**src/hw/rtl/compact_integer_codec_defines.svh**
```systemverilog
// ----------------------------------------------------------------------------
// Compact integer codec: assertion macros
// Shared concurrent assertion helpers, clocked on clk_i and disabled in reset.
// ----------------------------------------------------------------------------
`ifndef COMPACT_INTEGER_CODEC_DEFINES_SVH
`define COMPACT_INTEGER_CODEC_DEFINES_SVH

`ifndef ASSERT_OFF
// Property must hold at every rising edge outside reset.
`define CIC_ASSERT(lbl, prop) \
  lbl: assert property (@(posedge clk_i) disable iff (!rst_ni) (prop)) \
    else $error("compact_integer_codec assertion failed");
// Condition must never be true outside reset.
`define CIC_ASSERT_NEVER(lbl, cond) \
  `CIC_ASSERT(lbl, !(cond))
`else
`define CIC_ASSERT(lbl, prop)
`define CIC_ASSERT_NEVER(lbl, cond)
`endif

`endif

```
**src/hw/rtl/cic_pkg.sv**
```systemverilog
// ----------------------------------------------------------------------------
// Compact integer codec package
// Types and constants shared by the front end, queue and back end.
// ----------------------------------------------------------------------------
package cic_pkg;

  // Command codes.
  localparam logic CMD_ENCODE = 1'b0;
  localparam logic CMD_DECODE = 1'b1;

  // Result kinds.
  localparam logic KIND_BYTE  = 1'b0;
  localparam logic KIND_VALUE = 1'b1;

  // Encode limits and prefixes.
  localparam logic [31:0] U_LIM1 = 32'h0000_0080;
  localparam logic [31:0] U_LIM2 = 32'h0000_8000;
  localparam logic [31:0] U_LIM4 = 32'h2000_0000;
  localparam logic [31:0] S_LIM1 = 32'h0000_0040;
  localparam logic [31:0] S_LIM2 = 32'h0000_2000;
  localparam logic [31:0] S_LIM4 = 32'h1000_0000;

  localparam logic [7:0]  P1_POS = 8'h00;
  localparam logic [7:0]  P1_NEG = 8'h40;
  localparam logic [15:0] P2_POS = 16'h8000;
  localparam logic [15:0] P2_NEG = 16'ha000;
  localparam logic [31:0] P4_POS = 32'hc000_0000;
  localparam logic [31:0] P4_NEG = 32'hd000_0000;
  localparam logic [7:0]  P5_POS = 8'he0;
  localparam logic [7:0]  P5_NEG = 8'hf0;

  localparam int unsigned JOB_BYTES = 5;
  localparam int unsigned CNT_W     = 3;

  // One unit of work for the back end. Encoded bytes sit left aligned in
  // data, first byte in the top eight bits; a decoded value sits in the low
  // 32 bits.
  typedef struct packed {
    logic                     kind;
    logic [CNT_W-1:0]         cnt;
    logic [JOB_BYTES*8-1:0]   data;
  } job_t;

endpackage

```
**src/hw/rtl/cic_front.sv**
```systemverilog
// ----------------------------------------------------------------------------
// Compact integer codec front end
// Classifies each transaction, formats encode bytes, tracks decode state.
// ----------------------------------------------------------------------------
module cic_front (
  input  logic          clk_i,
  input  logic          rst_ni,
  input  logic          accept_i,
  input  logic          cmd_i,
  input  logic          signed_mode_i,
  input  logic [31:0]   value_in_i,
  input  logic [7:0]    byte_in_i,
  output logic          push_o,
  output cic_pkg::job_t job_o
);

  logic [2:0]  bytes_left_q, bytes_left_d;
  logic [31:0] acc_q, acc_d;
  logic        negate_q, negate_d;

  // Encode path.
  logic        enc_neg;
  logic [31:0] mag;
  logic [31:0] lim1, lim2, lim4;
  logic [39:0] enc_data;
  logic [2:0]  enc_cnt;

  always_comb begin
    enc_neg = signed_mode_i & value_in_i[31];
    mag     = enc_neg ? (32'd0 - value_in_i) : value_in_i;
    lim1    = signed_mode_i ? cic_pkg::S_LIM1 : cic_pkg::U_LIM1;
    lim2    = signed_mode_i ? cic_pkg::S_LIM2 : cic_pkg::U_LIM2;
    lim4    = signed_mode_i ? cic_pkg::S_LIM4 : cic_pkg::U_LIM4;
    if (mag < lim1) begin
      enc_cnt  = 3'd1;
      enc_data = {mag[7:0] | (enc_neg ? cic_pkg::P1_NEG : cic_pkg::P1_POS), 32'd0};
    end else if (mag < lim2) begin
      enc_cnt  = 3'd2;
      enc_data = {mag[15:0] | (enc_neg ? cic_pkg::P2_NEG : cic_pkg::P2_POS), 24'd0};
    end else if (mag < lim4) begin
      enc_cnt  = 3'd4;
      enc_data = {mag | (enc_neg ? cic_pkg::P4_NEG : cic_pkg::P4_POS), 8'd0};
    end else begin
      enc_cnt  = 3'd5;
      enc_data = {(enc_neg ? cic_pkg::P5_NEG : cic_pkg::P5_POS), mag};
    end
  end

  // Decode path: classify the first byte.
  logic [2:0]  len;
  logic [7:0]  first;
  logic        first_neg;
  logic [7:0]  b;

  always_comb begin
    b         = byte_in_i;
    len       = 3'd1;
    first     = b;
    first_neg = 1'b0;
    if (!signed_mode_i) begin
      case (b[7:5])
        3'b111: begin
          len   = 3'd5;
          first = 8'h00;
        end
        3'b110: begin
          len   = 3'd4;
          first = b & 8'h3f;
        end
        3'b101, 3'b100: begin
          len   = 3'd2;
          first = b & 8'h7f;
        end
        default: begin
          len   = 3'd1;
          first = b;
        end
      endcase
    end else begin
      case (b[7:4])
        4'b1111: begin
          len       = 3'd5;
          first     = 8'h00;
          first_neg = 1'b1;
        end
        4'b1110: begin
          len   = 3'd5;
          first = 8'h00;
        end
        4'b1101, 4'b1100: begin
          len       = 3'd4;
          first     = b & 8'h2f;
          first_neg = b[4];
        end
        4'b1011, 4'b1010: begin
          len       = 3'd2;
          first     = b & 8'h5f;
          first_neg = 1'b1;
        end
        4'b1001, 4'b1000: begin
          len   = 3'd2;
          first = b & 8'h7f;
        end
        4'b0111, 4'b0110, 4'b0101, 4'b0100: begin
          len       = 3'd1;
          first     = b & 8'h3f;
          first_neg = 1'b1;
        end
        default: begin
          len   = 3'd1;
          first = b;
        end
      endcase
    end
  end

  logic        is_first;
  logic        dec_done;
  logic [31:0] dec_raw;
  logic        dec_negate;
  logic [31:0] dec_value;

  always_comb begin
    is_first     = (bytes_left_q == 3'd0);
    bytes_left_d = bytes_left_q;
    acc_d        = acc_q;
    negate_d     = negate_q;
    if (is_first) begin
      dec_raw    = {24'd0, first};
      dec_negate = first_neg;
      dec_done   = (len == 3'd1);
    end else begin
      dec_raw    = {acc_q[23:0], b};
      dec_negate = negate_q;
      dec_done   = (bytes_left_q == 3'd1);
    end
    dec_value = dec_negate ? (32'd0 - dec_raw) : dec_raw;
    if (accept_i && (cmd_i == cic_pkg::CMD_DECODE)) begin
      acc_d    = dec_raw;
      negate_d = dec_negate;
      if (is_first) begin
        bytes_left_d = len - 3'd1;
      end else begin
        bytes_left_d = bytes_left_q - 3'd1;
      end
    end
  end

  always_comb begin
    job_o = '0;
    if (cmd_i == cic_pkg::CMD_ENCODE) begin
      job_o.kind = cic_pkg::KIND_BYTE;
      job_o.cnt  = enc_cnt;
      job_o.data = enc_data;
      push_o     = accept_i;
    end else begin
      job_o.kind = cic_pkg::KIND_VALUE;
      job_o.cnt  = 3'd1;
      job_o.data = {8'd0, dec_value};
      push_o     = accept_i & dec_done;
    end
  end

  always_ff @(posedge clk_i or negedge rst_ni) begin
    if (!rst_ni) begin
      bytes_left_q <= 3'd0;
      acc_q        <= 32'd0;
      negate_q     <= 1'b0;
    end else begin
      bytes_left_q <= bytes_left_d;
      acc_q        <= acc_d;
      negate_q     <= negate_d;
    end
  end

endmodule

```
**src/hw/rtl/cic_queue.sv**
```systemverilog
// ----------------------------------------------------------------------------
// Compact integer codec job queue
// Short register FIFO that decouples the front end from the back end.
// ----------------------------------------------------------------------------
`include "compact_integer_codec_defines.svh"

module cic_queue #(
  parameter int unsigned DEPTH = 2
) (
  input  logic          clk_i,
  input  logic          rst_ni,
  input  logic          push_i,
  input  cic_pkg::job_t job_i,
  input  logic          pop_i,
  output cic_pkg::job_t job_o,
  output logic          full_o,
  output logic          empty_o
);

  localparam int unsigned PTR_W = (DEPTH > 1) ? $clog2(DEPTH) : 1;
  localparam int unsigned CNT_W = $clog2(DEPTH + 1);

  cic_pkg::job_t    mem_q [DEPTH];
  logic [PTR_W-1:0] wptr_q, wptr_d, rptr_q, rptr_d;
  logic [CNT_W-1:0] count_q, count_d;
  logic             do_push, do_pop;

  assign full_o  = (count_q == CNT_W'(DEPTH));
  assign empty_o = (count_q == '0);
  assign job_o   = mem_q[rptr_q];
  assign do_push = push_i & ~full_o;
  assign do_pop  = pop_i & ~empty_o;

  always_comb begin
    wptr_d  = wptr_q;
    rptr_d  = rptr_q;
    count_d = count_q;
    if (do_push) begin
      wptr_d = (wptr_q == PTR_W'(DEPTH - 1)) ? '0 : wptr_q + 1'b1;
    end
    if (do_pop) begin
      rptr_d = (rptr_q == PTR_W'(DEPTH - 1)) ? '0 : rptr_q + 1'b1;
    end
    if (do_push && !do_pop) begin
      count_d = count_q + 1'b1;
    end else if (do_pop && !do_push) begin
      count_d = count_q - 1'b1;
    end
  end

  always_ff @(posedge clk_i or negedge rst_ni) begin
    if (!rst_ni) begin
      wptr_q  <= '0;
      rptr_q  <= '0;
      count_q <= '0;
    end else begin
      wptr_q  <= wptr_d;
      rptr_q  <= rptr_d;
      count_q <= count_d;
    end
  end

  always_ff @(posedge clk_i) begin
    if (do_push) begin
      mem_q[wptr_q] <= job_i;
    end
  end

  `CIC_ASSERT_NEVER(a_queue_overflow, push_i && full_o)
  `CIC_ASSERT_NEVER(a_queue_count_range, count_q > CNT_W'(DEPTH))
  `CIC_ASSERT(a_queue_push_lands, (do_push && !do_pop) |=> !empty_o)

endmodule

```
**src/hw/rtl/cic_back.sv**
```systemverilog
// ----------------------------------------------------------------------------
// Compact integer codec back end
// Pulls jobs from the queue and presents them one result at a time.
// ----------------------------------------------------------------------------
`include "compact_integer_codec_defines.svh"

module cic_back (
  input  logic          clk_i,
  input  logic          rst_ni,
  input  cic_pkg::job_t job_i,
  input  logic          empty_i,
  output logic          pop_o,
  output logic          out_valid_o,
  input  logic          out_stall_i,
  output logic          out_kind_o,
  output logic [7:0]    out_byte_o,
  output logic          last_o,
  output logic [31:0]   value_out_o
);

  logic          cur_valid_q, cur_valid_d;
  cic_pkg::job_t cur_q, cur_d;
  logic          take;
  logic          is_value;

  assign is_value    = (cur_q.kind == cic_pkg::KIND_VALUE);
  assign out_valid_o = cur_valid_q;
  assign out_kind_o  = cur_q.kind;
  assign out_byte_o  = is_value ? 8'd0 : cur_q.data[39:32];
  assign last_o      = is_value | (cur_q.cnt == 3'd1);
  assign value_out_o = is_value ? cur_q.data[31:0] : 32'd0;
  assign take        = cur_valid_q & ~out_stall_i;

  // The next job loads when none is held or the last result is handed over.
  assign pop_o = ~empty_i & (~cur_valid_q | (take & last_o));

  always_comb begin
    cur_valid_d = cur_valid_q;
    cur_d       = cur_q;
    if (!cur_valid_q || (take && last_o)) begin
      cur_valid_d = ~empty_i;
      cur_d       = job_i;
    end else if (take) begin
      cur_d.cnt  = cur_q.cnt - 3'd1;
      cur_d.data = {cur_q.data[31:0], 8'd0};
    end
  end

  always_ff @(posedge clk_i or negedge rst_ni) begin
    if (!rst_ni) begin
      cur_valid_q <= 1'b0;
    end else begin
      cur_valid_q <= cur_valid_d;
    end
  end

  always_ff @(posedge clk_i) begin
    cur_q <= cur_d;
  end

  `CIC_ASSERT_NEVER(a_back_cnt_zero, cur_valid_q && (cur_q.cnt == 3'd0))
  `CIC_ASSERT_NEVER(a_back_cnt_range, cur_valid_q && (cur_q.cnt > 3'd5))
  `CIC_ASSERT(a_back_continues, (take && !last_o) |=> (cur_valid_q && !is_value))

endmodule

```
**src/hw/rtl/compact_integer_codec.sv**
```systemverilog
// ----------------------------------------------------------------------------
// Compact integer codec
// Encodes 32-bit values into 1, 2, 4 or 5 prefix-length bytes and decodes
// such byte streams back into values, in unsigned or signed format.
//
// Input channel: in_valid_i / in_stall_o. A transaction is either an encode
// of value_in_i (cmd_i low) or one stream byte byte_in_i to decode.
// Output channel: out_valid_o / out_stall_i. An encode gives one result per
// byte, most significant first, last_o on the final byte. A decode gives one
// result, with the value, after the final byte of a coded value.
// A result passes through the job queue, then the back-end output register.
// Throughput: one input transaction per cycle while in_stall_o is low; the
// output side moves one result per cycle while out_stall_i is low, and an
// encode takes one result per byte. The job queue between the front and back
// ends absorbs the difference, and in_stall_o rises only while it is full.
// Reset clears the decode state (awaiting a first byte), the queue and the
// output register. While out_stall_i is high the current result holds.
// ----------------------------------------------------------------------------
module compact_integer_codec #(
  parameter int unsigned QUEUE_DEPTH = 2
) (
  input  logic        clk_i,
  input  logic        rst_ni,
  input  logic        in_valid_i,
  output logic        in_stall_o,
  input  logic        cmd_i,
  input  logic        signed_mode_i,
  input  logic [31:0] value_in_i,
  input  logic [7:0]  byte_in_i,
  output logic        out_valid_o,
  input  logic        out_stall_i,
  output logic        out_kind_o,
  output logic [7:0]  out_byte_o,
  output logic        last_o,
  output logic [31:0] value_out_o
);

  logic          accept;
  logic          push;
  logic          pop;
  logic          full;
  logic          empty;
  cic_pkg::job_t front_job;
  cic_pkg::job_t head_job;

  assign in_stall_o = full;
  assign accept     = in_valid_i & ~full;

  cic_front u_front (
    .clk_i        (clk_i),
    .rst_ni       (rst_ni),
    .accept_i     (accept),
    .cmd_i        (cmd_i),
    .signed_mode_i(signed_mode_i),
    .value_in_i   (value_in_i),
    .byte_in_i    (byte_in_i),
    .push_o       (push),
    .job_o        (front_job)
  );

  cic_queue #(
    .DEPTH(QUEUE_DEPTH)
  ) u_queue (
    .clk_i  (clk_i),
    .rst_ni (rst_ni),
    .push_i (push),
    .job_i  (front_job),
    .pop_i  (pop),
    .job_o  (head_job),
    .full_o (full),
    .empty_o(empty)
  );

  cic_back u_back (
    .clk_i      (clk_i),
    .rst_ni     (rst_ni),
    .job_i      (head_job),
    .empty_i    (empty),
    .pop_o      (pop),
    .out_valid_o(out_valid_o),
    .out_stall_i(out_stall_i),
    .out_kind_o (out_kind_o),
    .out_byte_o (out_byte_o),
    .last_o     (last_o),
    .value_out_o(value_out_o)
  );

endmodule

```
**config.mk**
```make
export PLATFORM = sky130hd
export DESIGN_NAME = compact_integer_codec
export DESIGN_NICKNAME = d
export VERILOG_FILES = /design/src/hw/rtl/cic_pkg.sv /design/src/hw/rtl/cic_front.sv /design/src/hw/rtl/cic_queue.sv /design/src/hw/rtl/cic_back.sv /design/src/hw/rtl/compact_integer_codec.sv
export VERILOG_INCLUDE_DIRS = /design/src /design/src/hw/rtl
export SDC_FILE = /design/constraint.sdc
export NUM_CORES = 1
export LEC_CHECK = 0
export ABC_AREA = 1
export BUFFER_PORTS_ARGS = -buffer_cell sky130_fd_sc_hd__buf_2
export CORE_MARGIN = 2
export CORE_UTILIZATION = 30
export DETAILED_ROUTE_END_ITERATION = 12
export PLACE_DENSITY = 0.53
export SYNTH_ARGS = -nofsm -noshare
export SYNTH_HDL_FRONTEND = slang
export SYNTH_HIERARCHICAL = 1
export SYNTH_SLANG_ARGS = --single-unit
export TNS_END_PERCENT = 10
```
**constraint.sdc**
```tcl
create_clock -name clk_i -period 3.7 [get_ports clk_i]
set_input_delay 0.37 -clock clk_i [delete_from_list [all_inputs] [get_ports clk_i]]
set_output_delay 0.37 -clock clk_i [all_outputs]
set_load 0.02 [all_outputs]
```
==> run metrics <==
Worst-Skew Late Latency 0.43 ns; DR vias/cell 4.75; CP peak stage delay 0.55 ns; Clk pwr share 0.206; Psw 0.00388 W; post-route ant nets 0; CTS Hold Buffers Added 0; Fin. Hold Viols 0; synthesis-to-finish area growth 14.2%; CP Cell Sequence inv_1 > ha_1 > ha_1 > nand2_1 > o21ai_1 > nand2_1 > nor2_1 > nand3_1 > o21ai_0 > inv_1 > a21oi_1 > o21ai_0 > o21ai_0; Sw Ratio 0.436; CP Capture Type flip-flop; Root Buffer clkbuf_16; cell row count 68; P_leak 5.85 nW; port buffer count 89; via count 9355; placer congestion estimate 0.939; Die Wd 192 um; Yosys warning count 6; Async SR Flop Fraction 0.200; dpl cells 1936; Core Area 34600 sq um; Finished Cell Area 12000 sq um; max_cap viols 0; final core utilization 0.348; EDFF count, synth 132; Cells after Synth 1425; Cell Area, Placed 11400 sq um; min-delay worst type in2async; WL per Instance 16.2 um; worst rel slew slack 0.315; met3 Usage GRT 0.0292; Clock Skew 0.00956 ns; met1 usage 0.267; initial drt markers 682; CTS tree built; minimum clock period 3.24 ns; # diodes 0; htree depth 4; Die Footprint 36700 sq um; critical path class reg2reg; vias in the first global route 8703; Combinational Power Share 0.442; die height 192 um; clock transition at the registers of the reported paths 0.07 ns; unrepaired setup endpoints after global routing no; CP most frequent cell o21ai_0; Final Setup Violations 0; Mapped Area 10600 sq um; layout cells sized above 1 0.128; pwr dens 739 nW/um^2; commonest cells after routing, fill and taps aside nand2_1, inv_1, edfxtp_1; Netlist cell types 46; internal cell power 0.00502 W; Critical-path top delay cell o21ai_0; busiest grt layer met1; main flop type after synthesis edfxtp_1; Post-CTS Setup Inserts 0; Total GRT Usage 0.178; Critical Path AT 3.38 ns; Critical Path Fanout Max 6; Max clock buf depth 2; RR Startpoint u_front/bytes_left_q[0]; Final Max Tran Viols 0; Ports 90; Peak VDD IR 0.000402 V; first-pass GRT wire length 50.0 mm; post-synthesis sequential area ratio 0.454; #FFs+latches synth 165; CTS buffer count 17; drt drc 0; highest clock rate 308 MHz; Initial DRT Pass Iterations 7; GRT overflow 0; # nets final 1559; status completed; initial antenna violation count 0; type of origin of the critical path flip-flop; Tcrit/Tclk final 0.877; sequential power share 0.352; clock sinks 165; setup total negative slack 0 ns; initial core utilization 0.305; met2 Use GR 0.265; Avg Inst Size Synth 7.40 sq um; commonest non-fill, non-tap cell in the layout nand2_1; Worst-Margin Slew 1.02 ns; Net Count, Synth 1484; fin cells 1968; post_cts resized 0; crit path from u_front/bytes_left_q[0]; post-DP HPWL 24.2 mm; Routed WL 31.8 mm; CP required 3.83 ns; largest net degree at the start of global routing 46
==> state kept, by name, summed over array words and instances, names as in the netlist, 2 cells and up <==
register	count
u_front/acc_q	24
u_front/bytes_left_q	3
u_back/cur_q	43
u_queue/mem_q	88
u_queue/count_q	2
==> synthesized netlist by cell type (all sizes together) (2+ instances only) <==
master / n / area (sq um)
nand2: 542 / 2110
inv: 170 / 643
nor2: 141 / 608
edfxtp: 132 / 3960
nand3: 132 / 688
o21ai: 114 / 586
buf: 36 / 267
dfrtp: 33 / 826
a21oi: 22 / 121
clkbuf: 22 / 82.6
nand4: 15 / 93.8
ha: 13 / 163
nor3: 10 / 50.1
o211ai: 9 / 77.6
a21boi: 8 / 60.1
xor2: 8 / 70.1
nand3b: 5 / 37.5
xnor2: 4 / 35.0
and2: 2 / 12.5
==> final cells by class <==
cell class,count,area [sq um]
clock inverters,15,188
well taps,455,569
inverters,170,643
clock buffers,17,425
fillers,3695,22600
multi-input cells,1032,4780
flip-flops and latches,165,4790
repair buffers,114,646
==> per-layer routing <==
metal,routed length (um),vias to the layer above,part of all wire
li1,-,4734,-
met1,15700,4318,0.49
met2,13800,280,0.43
met3,1910,23,0.060
met4,457,0,0.014
met5,0,-,0
==> power by group through the flow <==
stage	Combinational [W]	Clock, W	Sequential (W)
after floorplan	0.00282	0	0.00309
after detailed placement	0.00394	0	0.00317
after CTS	0.00395	0.00188	0.00314
after global placement	0.00391	0	0.00317
final	0.00393	0.00183	0.00314
after global routing	0.00446	0.00196	0.00321
==> worst max-delay path, delay by kind of cell, from the launching register on <==
kind	cells	cell delay, ns
DFF	1	0.38
buffers and inverters	2	0.20
and+or+nand+nor	4	0.63
AOI/OAI and AO/OA	5	1.38
adders and majority gates	2	0.35
==> path summary, 6_finish.rpt <==
check,cells past startpoint,end,slack (ns)
worst max-delay path,13,u_queue/mem_q[1][23],0.46
max in group asynchronous,1,u_back/out_valid_o,3.13
worst max register to register,13,u_queue/mem_q[1][23],0.46
worst min-delay path,1,u_front/negate_q,0.02
min in group clk_i,3,u_front/acc_q[1],0.29
worst min register to register,2,u_queue/wptr_q,0.49
==> through the flow <==
step                      total power [W]  worst slack [ns]  hold WS (ns)
after floorplan                   0.00591             0.459        0.0744
after global placement            0.00709             0.385         0.463
after detailed placement          0.00711             0.371         0.472
after CTS                         0.00897             0.544        0.0385
after global routing              0.00963            0.0943        0.0725
final                             0.00890             0.455        0.0230
==> logic make-up (layout without fill, tap and decap cells) <==
kind of cell,count (synthesis),in the layout,synth area share
AO/OA/AOI/OAI,159,159,0.0844
buffers and inverters,228,316,0.0940
adder cells (fa/ha/maj),13,13,0.0154
XOR/XNOR,12,12,0.00996
flip-flops,165,165,0.454
AND/OR/NAND/NOR,848,848,0.342
Note: power is estimated with default switching activity, not from simulation.
